File: config.mk
export PLATFORM = sky130hd
export DESIGN_NAME = roll_to_lamp_pwm_with_fade
export DESIGN_NICKNAME = d
export VERILOG_FILES = /design/src/rtl/rlpf_pkg.sv /design/src/rtl/roll_to_lamp_pwm_with_fade.sv /design/src/rtl/rlpf_front.sv /design/src/rtl/rlpf_queue.sv /design/src/rtl/rlpf_back.sv
export SDC_FILE = /design/constraint.sdc
export NUM_CORES = 1
export LEC_CHECK = 0
export BUFFER_PORTS_ARGS = -buffer_cell sky130_fd_sc_hd__buf_2
export CAP_MARGIN = 25
export CORE_MARGIN = 2
export CORE_UTILIZATION = 55
export CTS_CLUSTER_SIZE = 12
export DETAILED_ROUTE_END_ITERATION = 8
export PLACE_DENSITY = 0.82
export SYNTH_ARGS = -nofsm -noshare
export SYNTH_HDL_FRONTEND = slang
export SYNTH_HIERARCHICAL = 1
export SYNTH_SLANG_ARGS = --single-unit
File: constraint.sdc
create_clock -name i_clk -period 16.6 [get_ports i_clk]
set_clock_uncertainty 0.05 [all_clocks]
set_input_delay 0 -clock i_clk [delete_from_list [all_inputs] [get_ports i_clk]]
set_output_delay 0 -clock i_clk [all_outputs]
set_load 0.01 [all_outputs]
File: src/rtl/rlpf_pkg.sv
// Shared types, constants and register indexes for the roll-to-lamp PWM block.
`timescale 1ns / 1ps

package rlpf_pkg;

    // Width of a lamp level and the cap that it places on max_pwm.
    localparam int          PWM_BITS = 16;
    localparam logic [15:0] LVL_CAP  = 16'((1 << PWM_BITS) - 1);

    // Dividend of the map: whole-degree offset (9 bits) times the level limit (16 bits).
    localparam int NUM_W = 25;
    localparam int CNT_W = $clog2(NUM_W);

    // Depth of the command queue between front and back.
    localparam int Q_DEPTH = 2;
    localparam int QP_W    = $clog2(Q_DEPTH);

    // Configuration register indexes.
    localparam logic [7:0] CFG_MAX_PWM    = 8'd0;
    localparam logic [7:0] CFG_FADE_STEP  = 8'd1;
    localparam logic [7:0] CFG_ANGLE_ON   = 8'd2;
    localparam logic [7:0] CFG_ANGLE_FULL = 8'd3;

    // Which lamp a sample drives.
    localparam logic [1:0] SIDE_NONE  = 2'd0;
    localparam logic [1:0] SIDE_LEFT  = 2'd1;
    localparam logic [1:0] SIDE_RIGHT = 2'd2;

    // How the goal of a sample is formed.
    localparam logic [1:0] GOAL_ZERO = 2'd0;
    localparam logic [1:0] GOAL_LIM  = 2'd1;
    localparam logic [1:0] GOAL_DIV  = 2'd2;

    typedef struct packed {
        logic [1:0]       side;
        logic [1:0]       mode;
        logic [NUM_W-1:0] num;
        logic [7:0]       span;
        logic [15:0]      lim;
    } t_cmd;

endpackage

File: src/rtl/roll_to_lamp_pwm_with_fade.sv
// Top level of the roll-angle to lamp PWM mapper with fade.
`timescale 1ns / 1ps

// Channel  Direction  Handshake                  Payload
// input    in         i_in_valid / o_in_stall    i_roll (signed Q8.8 degrees)
// output   out        o_out_valid / i_out_stall  o_left_level, o_right_level,
//                                                o_left_goal, o_right_goal
// config   in         i_cfg_we                   i_cfg_idx, i_cfg_data
//
// A beat enters the two-entry command queue in the cycle it is accepted.
// The back end takes a command in its idle state, runs the serial divider
// when the goal needs the linear map, and then applies the fade; a sample
// whose goal is zero or full scale goes straight from idle to the fade.
// Reset is synchronous and active low; it restores the register defaults and
// puts both lamp levels at zero.
// A stalled result holds in the output register while the queue keeps taking
// beats; the input stalls only once the queue is full.

module roll_to_lamp_pwm_with_fade
    import rlpf_pkg::*;
(
    input  logic               i_clk,
    input  logic               i_rst_n,
    input  logic               i_cfg_we,
    input  logic [7:0]         i_cfg_idx,
    input  logic [15:0]        i_cfg_data,
    input  logic               i_in_valid,
    output logic               o_in_stall,
    input  logic signed [16:0] i_roll,
    output logic               o_out_valid,
    input  logic               i_out_stall,
    output logic [15:0]        o_left_level,
    output logic [15:0]        o_right_level,
    output logic [15:0]        o_left_goal,
    output logic [15:0]        o_right_goal
);

    // Configuration registers. Writes to an index beyond the last register are
    // simply dropped.
    logic [15:0] r_max_pwm;
    logic [15:0] r_fade_step;
    logic [7:0]  r_angle_on;
    logic [7:0]  r_angle_full;

    always_ff @(posedge i_clk) begin
        if (!i_rst_n) begin
            r_max_pwm    <= 16'd1023;
            r_fade_step  <= 16'd5;
            r_angle_on   <= 8'd10;
            r_angle_full <= 8'd45;
        end else if (i_cfg_we) begin
            unique case (i_cfg_idx)
                CFG_MAX_PWM:    r_max_pwm    <= i_cfg_data;
                CFG_FADE_STEP:  r_fade_step  <= i_cfg_data;
                CFG_ANGLE_ON:   r_angle_on   <= i_cfg_data[7:0];
                CFG_ANGLE_FULL: r_angle_full <= i_cfg_data[7:0];
                default: begin
                end
            endcase
        end
    end

    // The front end classifies each beat and pushes a command; the back end
    // pops commands in order and works each one to a finished result.
    logic q_push;
    logic q_pop;
    logic q_valid;
    logic q_full;
    t_cmd push_cmd;
    t_cmd head_cmd;

    rlpf_front u_front (
        .i_clk        (i_clk),
        .i_rst_n      (i_rst_n),
        .i_in_valid   (i_in_valid),
        .o_in_stall   (o_in_stall),
        .i_roll       (i_roll),
        .i_max_pwm    (r_max_pwm),
        .i_angle_on   (r_angle_on),
        .i_angle_full (r_angle_full),
        .i_q_full     (q_full),
        .o_push       (q_push),
        .o_cmd        (push_cmd)
    );

    rlpf_queue u_queue (
        .i_clk   (i_clk),
        .i_rst_n (i_rst_n),
        .i_push  (q_push),
        .i_cmd   (push_cmd),
        .i_pop   (q_pop),
        .o_valid (q_valid),
        .o_full  (q_full),
        .o_cmd   (head_cmd)
    );

    rlpf_back u_back (
        .i_clk         (i_clk),
        .i_rst_n       (i_rst_n),
        .i_q_valid     (q_valid),
        .i_q_cmd       (head_cmd),
        .o_q_pop       (q_pop),
        .i_fade_step   (r_fade_step),
        .o_out_valid   (o_out_valid),
        .i_out_stall   (i_out_stall),
        .o_left_level  (o_left_level),
        .o_right_level (o_right_level),
        .o_left_goal   (o_left_goal),
        .o_right_goal  (o_right_goal)
    );

endmodule

File: src/rtl/rlpf_front.sv
// Front end: takes roll beats, classifies them and forms the division command.
`timescale 1ns / 1ps

module rlpf_front
    import rlpf_pkg::*;
(
    input  logic               i_clk,
    input  logic               i_rst_n,
    input  logic               i_in_valid,
    output logic               o_in_stall,
    input  logic signed [16:0] i_roll,
    input  logic [15:0]        i_max_pwm,
    input  logic [7:0]         i_angle_on,
    input  logic [7:0]         i_angle_full,
    input  logic               i_q_full,
    output logic               o_push,
    output t_cmd               o_cmd
);

    logic signed [17:0] roll_x;
    logic signed [17:0] thr;
    logic               go_right;
    logic               go_left;
    logic signed [17:0] neg_roll;
    logic [16:0]        mag;
    logic [8:0]         dnum;
    logic [15:0]        lim;
    logic signed [8:0]  span;

    assign roll_x   = {i_roll[16], i_roll};
    assign thr      = {2'b00, i_angle_on, 8'h00};
    assign go_right = roll_x > thr;
    assign go_left  = roll_x < -thr;
    assign neg_roll = -roll_x;
    assign mag      = go_left ? neg_roll[16:0] : roll_x[16:0];
    // An active sample always has a whole-degree part at or above the threshold.
    assign dnum     = mag[16:8] - {1'b0, i_angle_on};
    assign lim      = (i_max_pwm < LVL_CAP) ? i_max_pwm : LVL_CAP;
    assign span     = $signed({1'b0, i_angle_full}) - $signed({1'b0, i_angle_on});

    assign o_in_stall = i_q_full;
    assign o_push     = i_in_valid && !i_q_full;

    always_comb begin
        o_cmd.side = go_right ? SIDE_RIGHT : (go_left ? SIDE_LEFT : SIDE_NONE);
        o_cmd.num  = NUM_W'(dnum) * NUM_W'(lim);
        o_cmd.span = span[7:0];
        o_cmd.lim  = lim;
        priority if (!(go_right || go_left)) begin
            o_cmd.mode = GOAL_ZERO;
        end else if (span == 9'sd0) begin
            o_cmd.mode = GOAL_LIM;
        end else if (span[8]) begin
            // Reversed angles give a quotient of zero or below, which clamps to zero.
            o_cmd.mode = GOAL_ZERO;
        end else begin
            o_cmd.mode = GOAL_DIV;
        end
    end

`ifndef SYNTHESIS
    a_stall_when_full: assert property (@(posedge i_clk) disable iff (!i_rst_n)
        i_q_full |-> !o_push)
        else $error("push into a full queue");
    a_one_side: assert property (@(posedge i_clk) disable iff (!i_rst_n)
        !(go_right && go_left))
        else $error("sample classified as both left and right");
    a_div_span: assert property (@(posedge i_clk) disable iff (!i_rst_n)
        (o_push && o_cmd.mode == GOAL_DIV) |-> (o_cmd.span != 8'd0))
        else $error("division command with zero span");
`endif

endmodule

File: src/rtl/rlpf_queue.sv
// Short command queue that decouples the front end from the back end.
`timescale 1ns / 1ps

module rlpf_queue
    import rlpf_pkg::*;
(
    input  logic i_clk,
    input  logic i_rst_n,
    input  logic i_push,
    input  t_cmd i_cmd,
    input  logic i_pop,
    output logic o_valid,
    output logic o_full,
    output t_cmd o_cmd
);

    t_cmd            r_mem [Q_DEPTH];
    logic [QP_W-1:0] r_wr_ptr;
    logic [QP_W-1:0] r_rd_ptr;
    logic [QP_W:0]   r_count;
    logic            do_pop;

    assign o_valid = (r_count != '0);
    assign o_full  = (r_count == (QP_W + 1)'(Q_DEPTH));
    assign o_cmd   = r_mem[r_rd_ptr];
    assign do_pop  = i_pop && o_valid;

    always_ff @(posedge i_clk) begin
        if (i_push) begin
            r_mem[r_wr_ptr] <= i_cmd;
        end
    end

    always_ff @(posedge i_clk) begin
        if (!i_rst_n) begin
            r_wr_ptr <= '0;
            r_rd_ptr <= '0;
            r_count  <= '0;
        end else begin
            if (i_push) begin
                r_wr_ptr <= (r_wr_ptr == QP_W'(Q_DEPTH - 1)) ? '0 : r_wr_ptr + 1'b1;
            end
            if (do_pop) begin
                r_rd_ptr <= (r_rd_ptr == QP_W'(Q_DEPTH - 1)) ? '0 : r_rd_ptr + 1'b1;
            end
            r_count <= r_count + (QP_W + 1)'(i_push) - (QP_W + 1)'(do_pop);
        end
    end

endmodule

File: src/rtl/rlpf_back.sv
// Back end: serial divider for the goal, fade of both lamp levels, output register.
`timescale 1ns / 1ps

module rlpf_back
    import rlpf_pkg::*;
(
    input  logic        i_clk,
    input  logic        i_rst_n,
    input  logic        i_q_valid,
    input  t_cmd        i_q_cmd,
    output logic        o_q_pop,
    input  logic [15:0] i_fade_step,
    output logic        o_out_valid,
    input  logic        i_out_stall,
    output logic [15:0] o_left_level,
    output logic [15:0] o_right_level,
    output logic [15:0] o_left_goal,
    output logic [15:0] o_right_goal
);

    localparam logic [1:0] ST_IDLE = 2'd0;
    localparam logic [1:0] ST_DIV  = 2'd1;
    localparam logic [1:0] ST_FADE = 2'd2;

    logic [1:0]       r_state,    n_state;
    logic [1:0]       r_side,     n_side;
    logic [7:0]       r_span,     n_span;
    logic [15:0]      r_lim,      n_lim;
    logic [15:0]      r_goal,     n_goal;
    logic             r_use_quo,  n_use_quo;
    logic [NUM_W-1:0] r_quo,      n_quo;
    logic [7:0]       r_rem,      n_rem;
    logic [CNT_W-1:0] r_cnt,      n_cnt;
    logic [15:0]      r_ldut,     n_ldut;
    logic [15:0]      r_rdut,     n_rdut;
    logic             r_out_valid, n_out_valid;
    logic [15:0]      r_lgoal,    n_lgoal;
    logic [15:0]      r_rgoal,    n_rgoal;

    logic [8:0]  rem_sh;
    logic        rem_ge;
    logic [15:0] goal;
    logic [15:0] lgoal;
    logic [15:0] rgoal;
    logic        slot_free;

    function automatic logic [15:0] fade(input logic [15:0] cur, input logic [15:0] tgt,
                                         input logic [15:0] step);
        logic [16:0] sum;
        logic [15:0] gap;
        sum = {1'b0, cur} + {1'b0, step};
        gap = cur - tgt;
        if (cur < tgt) begin
            fade = (sum > {1'b0, tgt}) ? tgt : sum[15:0];
        end else if (cur > tgt) begin
            fade = (gap <= step) ? tgt : cur - step;
        end else begin
            fade = cur;
        end
    endfunction

    assign rem_sh    = {r_rem, r_quo[NUM_W-1]};
    assign rem_ge    = rem_sh >= {1'b0, r_span};
    assign slot_free = !r_out_valid || !i_out_stall;
    assign o_q_pop   = (r_state == ST_IDLE) && i_q_valid;

    always_comb begin
        if (r_use_quo) begin
            goal = (r_quo > NUM_W'(r_lim)) ? r_lim : r_quo[15:0];
        end else begin
            goal = r_goal;
        end
        lgoal = (r_side == SIDE_LEFT)  ? goal : 16'd0;
        rgoal = (r_side == SIDE_RIGHT) ? goal : 16'd0;
    end

    always_comb begin
        n_state     = r_state;
        n_side      = r_side;
        n_span      = r_span;
        n_lim       = r_lim;
        n_goal      = r_goal;
        n_use_quo   = r_use_quo;
        n_quo       = r_quo;
        n_rem       = r_rem;
        n_cnt       = r_cnt;
        n_ldut      = r_ldut;
        n_rdut      = r_rdut;
        n_lgoal     = r_lgoal;
        n_rgoal     = r_rgoal;
        n_out_valid = r_out_valid && i_out_stall;
        unique case (r_state)
            ST_IDLE: begin
                if (i_q_valid) begin
                    n_side    = i_q_cmd.side;
                    n_span    = i_q_cmd.span;
                    n_lim     = i_q_cmd.lim;
                    n_quo     = i_q_cmd.num;
                    n_rem     = 8'd0;
                    n_cnt     = '0;
                    n_use_quo = (i_q_cmd.mode == GOAL_DIV);
                    n_goal    = (i_q_cmd.mode == GOAL_LIM) ? i_q_cmd.lim : 16'd0;
                    n_state   = (i_q_cmd.mode == GOAL_DIV) ? ST_DIV : ST_FADE;
                end
            end
            ST_DIV: begin
                n_rem = rem_ge ? 8'(rem_sh - {1'b0, r_span}) : rem_sh[7:0];
                n_quo = {r_quo[NUM_W-2:0], rem_ge};
                n_cnt = r_cnt + 1'b1;
                if (r_cnt == CNT_W'(NUM_W - 1)) begin
                    n_state = ST_FADE;
                end
            end
            ST_FADE: begin
                if (slot_free) begin
                    n_ldut      = fade(r_ldut, lgoal, i_fade_step);
                    n_rdut      = fade(r_rdut, rgoal, i_fade_step);
                    n_lgoal     = lgoal;
                    n_rgoal     = rgoal;
                    n_out_valid = 1'b1;
                    n_state     = ST_IDLE;
                end
            end
            default: begin
                n_state = ST_IDLE;
            end
        endcase
    end

    always_ff @(posedge i_clk) begin
        if (!i_rst_n) begin
            r_state     <= ST_IDLE;
            r_ldut      <= 16'd0;
            r_rdut      <= 16'd0;
            r_out_valid <= 1'b0;
        end else begin
            r_state     <= n_state;
            r_ldut      <= n_ldut;
            r_rdut      <= n_rdut;
            r_out_valid <= n_out_valid;
        end
    end

    always_ff @(posedge i_clk) begin
        r_side    <= n_side;
        r_span    <= n_span;
        r_lim     <= n_lim;
        r_goal    <= n_goal;
        r_use_quo <= n_use_quo;
        r_quo     <= n_quo;
        r_rem     <= n_rem;
        r_cnt     <= n_cnt;
        r_lgoal   <= n_lgoal;
        r_rgoal   <= n_rgoal;
    end

    assign o_out_valid   = r_out_valid;
    assign o_left_level  = r_ldut;
    assign o_right_level = r_rdut;
    assign o_left_goal   = r_lgoal;
    assign o_right_goal  = r_rgoal;

`ifndef SYNTHESIS
    a_rem_below_span: assert property (@(posedge i_clk) disable iff (!i_rst_n)
        (r_state == ST_DIV) |-> (r_span != 8'd0 && r_rem < r_span))
        else $error("divider remainder out of range");
    a_one_lamp_goal: assert property (@(posedge i_clk) disable iff (!i_rst_n)
        r_out_valid |-> (r_lgoal == 16'd0 || r_rgoal == 16'd0))
        else $error("both lamps given a goal");
    a_no_overshoot: assert property (@(posedge i_clk) disable iff (!i_rst_n)
        (r_state == ST_FADE && slot_free) |=>
        ((r_ldut >= $past(r_ldut) && r_ldut <= $past(lgoal)) ||
         (r_ldut <= $past(r_ldut) && r_ldut >= $past(lgoal))))
        else $error("left level passed its goal");
`endif

endmodule

* After elaboration in Yosys (flattened, before gate mapping)
Memory sizes are Yosys's and may differ from the RTL's. A register that Yosys moved wholly into a read port is not among the register bits.
Index checks and enable logic that the tools add are counted.
** Operators by class
- Multiply operators :: 1
- Equality and inequality tests :: 14
- $add $sub $neg :: 16
- Magnitude comparators :: 13
- Muxes and demuxes :: 39
- Reductions and logical operators :: 26
** Operators by type and width (number)
- $mux W16 :: 13
- $sub A16 B16 Y16 :: 4
- $pmux W25 S2 :: 1
- $add A16 B16 Y17 :: 2
- $gt A17 B16 Y1 :: 2
- $gt A16 B16 Y1 :: 2
- $le A16 B16 Y1 :: 2
- $lt A16 B16 Y1 :: 2
- $gt A25 B16 Y1 :: 1
- $mul A9 B16 Y25 :: 1
- $mux W25 :: 1
- $lt A17 B18 Y1 :: 1
- $neg A16 Y18 :: 1
- $gt A17 B17 Y1 :: 1
- $mux W17 :: 1
- $neg A17 Y17 :: 1
- $eq A8 B2 Y1 const B :: 2
- $lt A16 B16 Y1 const B :: 1
- $mux W2 :: 8
- $mux W8 :: 2
- $pmux W8 S2 :: 1
- $reduce_and A2 Y1 :: 7
- $pmux W5 S2 :: 1
- $ge A9 B8 Y1 :: 1
- 23 further kinds :: 50
** Word-level totals
- Word-level logic and storage cells :: 131
- Memories kept :: 1
- Bits in registers :: 200
- Bits of input ports :: 46
- Bits in writable memories :: 106
** Memories
- u_queue.r_mem :: depth 2, bits a word 53, rd ports 1, clocked after Yosys merged registers in 1, wr ports 1, line rlpf_queue.sv:17 : t_cmd r_mem [Q_DEPTH];

* Logic depth before layout (Yosys ltp)
Gate-level depths: netlist of run 1.
- Depth in word-level cells :: 9
- Gate-level depth with buffers :: 39
- Gate-level depth less buffers :: 37

* Cells and area by module
The synthesis of run 1 kept the hierarchy.
** Modules (own cells, without submodules)
- rlpf_back :: seq. area each 4093.9 um^2, cells an instance 1491, area an instance 12962.4 um^2, instances 1
- rlpf_front :: seq. area each 0.0 um^2, cells an instance 742, area an instance 5994.5 um^2, instances 1
- rlpf_queue :: seq. area each 3283.1 um^2, cells an instance 188, area an instance 4322.9 um^2, instances 1
- roll_to_lamp_pwm_with_fade :: seq. area each 960.9 um^2, cells an instance 189, area an instance 1964.4 um^2, instances 1

* Worst setup path before layout of run 1
Ideal clock, no wire load.
- Path type :: flip-flop to flip-flop
- Start point :: register r_angle_on[2]
- End point :: memory u_queue/r_mem[0][47] (netlist bit), data pin
- Library setup time :: 0.281 ns
- Setup slack :: 7.997 ns
- Arrival time :: 8.272 ns
- Cell stages (with the launch flop) :: 39
- Path buffers :: 2
- Cell sequence :: dfxtp_1 > nor3_1 > and3_1 > nand2_1 > nor2_1 > xnor2_1 > ha_1 > a211oi_1 > o221ai_1 > a41o_1 > clkbuf_1 > nor2_1 > xnor2_1 > ha_1 > inv_1 > fa_1 > nand2_1 > nand2_1 > [... 3 more ...] > xnor3_2 > buf_6 > nand2b_1 > fa_1 > fa_1 > inv_1 > fa_1 > inv_1 > fa_1 > inv_1 > ha_1 > o21a_1 > o21ai_0 > nand2b_1 > a41o_1 > a41oi_1 > o311ai_0 > xor2_1
** RTL lines
- from (decl) :: line roll_to_lamp_pwm_with_fade.sv:42 : logic [7:0] r_angle_on;
- from (signal assigned) :: line roll_to_lamp_pwm_with_fade.sv:55 : CFG_ANGLE_ON: r_angle_on <= i_cfg_data[7:0];
- to (decl) :: line rlpf_queue.sv:17

==> results.cfg, run 1 <==
[clock_tree]
cts_buffer_depth = 3
tritoncts = done
post_cts_buffers = 0
htreeDepth = 2
clk_latency_ps = 570
clock-sinks = 307
cts-root-buf = clkbuf_16
path_clk_slew_ps = 60
cts_buffers = 36

[min_path]
hp-start = i_roll[15]
hold_class = in -> reg

[worst_setup_path]
rr_startpoint = r_angle_on[2]$_SDFFE_PN0P_
crit_path_frequent_cell = fa_1
critPathMaxFanout = 16
max_stage_delay_ps = 810
arrival_ps = 9950
cp-end-kind = flip-flop
cp-start-kind = flip-flop
critPathLaunch = r_angle_on[2]$_SDFFE_PN0P_
path_class = reg -> reg
worstPathRequired_ps = 16810
worst_path_max_delay_cell = xor2_1

[synth]
postSynth.asyncResetShare = 0
synthesis.area_um2 = 25200
synth_cell_types = 94
synth_nets = 3030
ys_seq_area_frac = 0.330
yosys.cell_count.top_type = nand2_1
synthFlopType = edfxtp_1
yosysTopAreaCell = edfxtp_1
synthTopCellsByCount = nand2_1, ha_1, inv_1, edfxtp_1, nor2_1
synth_seq_cells = 307
syn_inst = 2610
syn_area_per_cell_um2 = 9.67
synth_edf_count = 219
synth_area_leaders = edfxtp_1, ha_1, fa_1, dfxtp_1, nand2_1
yosys.area.top_type_share = 0.261
yosysWarnings = 6

[placed_design]
globalplace.congestion = 1.00
io_buffers = 111
hpwlAfterDp_um = 52000
pre_cts_ws_ps = 7060

[sta]
finalSetupViolCount = 0
setup-tns-final_ps = 0
period_needed_ps = 9740
rsz0062_at_grt = no
tightestPinTransition_ps = 1080
max_freq_mhz = 103
setup_ws_ps = 6860
timing.hold.ws_ps = 52.3
max_slew_margin = 0.274
slew_viol_final = 0
fin_crit_sh = 0.587
hold_viol = 0

[global_route]
grt_pass1_vias = 20000
antenna_found_initial = 0
grt_overflow = 0
grt_pass1_wl_um = 107000
grt_max_degree = 88
track_usage = 0.287

[routing]
vias = 20000
drt_wl_total_um = 68400
final_antenna_net_count = 0
viasPerCell = 6.01
firstDrtPassIters = 8
wire_per_inst_um = 20.5
drtIter0Drc = 1905
drc = 0

[die]
die_h_um = 218
fp-row-count = 78
initial_core_util = 0.556
ioPinCount = 112
die_area_um2 = 47600
die_w_um = 218
core_area_um2 = 45400

[layout]
ff_latch_area_um2 = 8340
largest_reg_flops = 106
regMostFlops = u_queue/r_mem
post-route-util = 0.609
nets = 3126
syn2layout_area_growth_pct = 9.45
reg_top3 = u_queue/r_mem (106), u_back/r_quo (25)
multi_input_area_um2 = 15400
diodes = 0
nFillCells = 3679
drive_gt1_frac = 0.104

[job]
maxCapViolCount = 0

[outcome]
status = completed
-- worst max-delay path: cells and delay by family, from the launching register on --
family / cells / cell delay (ps)
AO/OA/AOI/OAI: 13 / 3110
adder cells (fa/ha/maj): 7 / 3030
XOR/XNOR: 4 / 1410
AND/OR/NAND/NOR: 7 / 1300
flip-flops: 1 / 360
buffers and inverters: 3 / 160
-- layout make-up --
type	count	area share
flip-flops and latches	307	0.302
clock buffers	49	0.0351
inverters	258	0.0351
clock inverters	15	0.00620
multi-input cells	1936	0.556
repair buffers	167	0.0384
well taps	600	0.0272
-- path summary, 6_finish.rpt --
| kind | to | slack (ps) | cells after the start |
|---|---|---|---|
| worst min-delay path | u_queue/r_mem[0][52]$_DFFE_PP_ | 50 | 4 |
| worst max register to register | u_queue/r_mem[0][47]$_DFFE_PP_ | 6860 | 34 |
| worst min register to register | r_angle_on[5]$_SDFFE_PN0P_ | 420 | 2 |
| worst max-delay path | u_queue/r_mem[0][47]$_DFFE_PP_ | 6860 | 34 |
-- through the flow --
stage / cells / cell area [um2]
finish: 3332 / 27600
global route: 3332 / 27600
CTS: 3326 / 27600
detailed placement: 3236 / 26200
global placement: 3235 / 26200
floorplan: 2610 / 25200
-- cell usage in the layout (no fill, tap or decap), drive strengths merged, types with 39 or more instances in the layout --
cell	netlist	routed
a21oi	143	143
and2	91	91
buf	26	139
clkbuf	83	49
dfxtp	88	88
edfxtp	219	219
fa	108	108
ha	266	266
inv	258	259
mux2	55	55
mux2i	69	69
nand2	288	288
nand2b	46	46
nand3	39	39
nor2	148	148
nor2b	87	87
nor3	41	41
o21ai	116	116
xnor2	80	80
-- cell families (layout without fill, tap and decap cells) --
logic type | count (synthesis) | after routing | share of synthesized area
adder cells (fa/ha/maj) | 374 | 374 | 0.217
AO/OA/AOI/OAI | 487 | 487 | 0.125
multiplexers | 124 | 124 | 0.0593
buffers and inverters | 367 | 489 | 0.0619
AND/OR/NAND/NOR | 837 | 837 | 0.165
flip-flops | 307 | 307 | 0.330
XOR/XNOR | 114 | 114 | 0.0407
-- layer usage --
metal / global-route usage / wire length [um] / vias up
met4: 0.147 / 3660 / 0
met1: 0.364 / 27200 / 9658
li1: - / - / 9250
met5: 0 / 0 / -
met3: 0.0406 / 5020 / 193
met2: 0.480 / 32500 / 919
-- repair_timing --
item | 4_1_cts | 5_1_grt
gates resized for setup | 0 | 0
endpoints found under the hold margin | 78 | 1
hold buffers | 26 | 2
Power of run 1 is not shown: default switching activity piles up to over one toggle a cycle in this logic, so the estimate is an artifact.
==> inputs of run 2 (changes only) <==
Clock period 16.6 ns to 9.55 ns, I/O delays scaled along.
==> run 2 against run 1 <==
  * Cell count rose by 0.36%
  * Die area is the same
  * Critical path depth is 2 higher
==> results.cfg, run 2 (synthesis gave the netlist of run 1 again) <==
[outcome]
status = completed

[die]
fp-row-count = 78
initial_core_util = 0.556
die_h_um = 218
core_area_um2 = 45400
ioPinCount = 112
die_area_um2 = 47600
die_w_um = 218

[layout]
final_cell_mix = nand2_1, ha_1, inv_1
syn2layout_area_growth_pct = 10.1
nets = 3136
final_area_um2 = 27800
final_common_cell = nand2_1
diodes = 0
regMostFlops = u_queue/r_mem
drive_gt1_frac = 0.110
reg_top3 = u_queue/r_mem (106), u_back/r_quo (25)
nFillCells = 3626
multi_input_area_um2 = 15400
largest_reg_flops = 106
ff_latch_area_um2 = 8340

[routing]
firstDrtPassIters = 6
drtIter0Drc = 1894
vias = 20000
drc = 0
wire_per_inst_um = 20.7
viasPerCell = 5.99
drt_wl_total_um = 69200
final_antenna_net_count = 0

[placed_design]
hpwlAfterDp_um = 51400
io_buffers = 111
globalplace.congestion = 1.01
dpl-instance-area_um2 = 26200

[clock_tree]
tritoncts = done
cts_buffer_depth = 3
htreeDepth = 2
cts-root-buf = clkbuf_16
clk_latency_ps = 570
clock-sinks = 307
cts_buffers = 36
path_clk_slew_ps = 60

[global_route]
grt_pass1_vias = 20000
grt_pass1_wl_um = 108000
grt_max_degree = 84
antenna_found_initial = 0
grt_overflow = 0
track_usage = 0.289

[job]
maxCapViolCount = 0

[worst_setup_path]
cp-end-kind = flip-flop
cp_num_cells = 36
crit_path_frequent_cell = fa_1
worstPathRequired_ps = 9780
critPathMaxFanout = 8
rr_startpoint = r_angle_on[2]$_SDFFE_PN0P_
critPathLaunch = r_angle_on[2]$_SDFFE_PN0P_
cp-start-kind = flip-flop
max_stage_delay_ps = 560
r2r_cells = 36
critPathTopFamily = adder cells
path_class = reg -> reg
crit_buf_inv = 4
arrival_ps = 9340
worst_path_max_delay_cell = fa_1

[sta]
setup-tns-final_ps = 0
rsz0062_at_grt = no
max_slew_margin = 0.283
tightestPinTransition_ps = 1050
fin_crit_sh = 0.953
timing.hold.ws_ps = 56.7
period_needed_ps = 9100
finalSetupViolCount = 0
slew_viol_final = 0
hold_viol = 0
max_freq_mhz = 110

[min_path]
hold_class = in -> reg
hold-path-cell-count = 4
hp-start = i_roll[15]
[run 2: cell type report]
| type | count | share of cell area |
|---|---|---|
| Tap cell | 600 | 0.0270 |
| Sequential cell | 307 | 0.300 |
| Inverter | 258 | 0.0348 |
| Timing Repair Buffer | 176 | 0.0405 |
| Clock inverter | 15 | 0.00752 |
| Clock buffer | 51 | 0.0355 |
| Multi-Input combinational cell | 1937 | 0.555 |
[run 2: routing by layer]
metal	global-route usage	routed length (um)	share of wire
met5	0	0	0
met4	0.166	4000	0.058
met3	0.0436	5170	0.075
met2	0.479	32800	0.47
met1	0.359	27200	0.39
[run 2: what timing repair did]
item                       4_1_cts  5_1_grt
setup buffers                    0        8
cloned                           0        1
hold endpoints to repair        82        1
pin swaps                        0        4
resized for setup                1        6
setup endpoints to repair        2       22
hold buffers                    22        2
[run 2: stage by stage]
stage	std cells	util	setup slack [ps]
4_1_cts	3331	0.609	158
2_1_floorplan	2610	-	947
5_1_grt	3344	0.613	37.3
3_3_place_gp	3243	0.578	470
3_5_place_dp	3243	0.578	103
6_report	3344	0.613	449
[run 2: worst register-to-register path, delay by kind of cell, from the launching register on]
family	cells	cell delay, ps
AOI/OAI and AO/OA	11	2650
xor gates and xnor gates	4	860
adders and majority gates	8	3290
buffers and inverters	4	330
DFF	1	370
and+or+nand+nor	9	1270
[run 2: final timing paths]
check | endpoint | slack, ps
worst max register to register | u_queue/r_mem[1][47]$_DFFE_PP_ | 450
worst min-delay path | u_queue/r_mem[0][52]$_DFFE_PP_ | 60
worst max-delay path | u_queue/r_mem[1][47]$_DFFE_PP_ | 450
worst min register to register | r_angle_full[6]$_SDFFE_PN0P_ | 430
Power of run 2 is left out for the same reason.
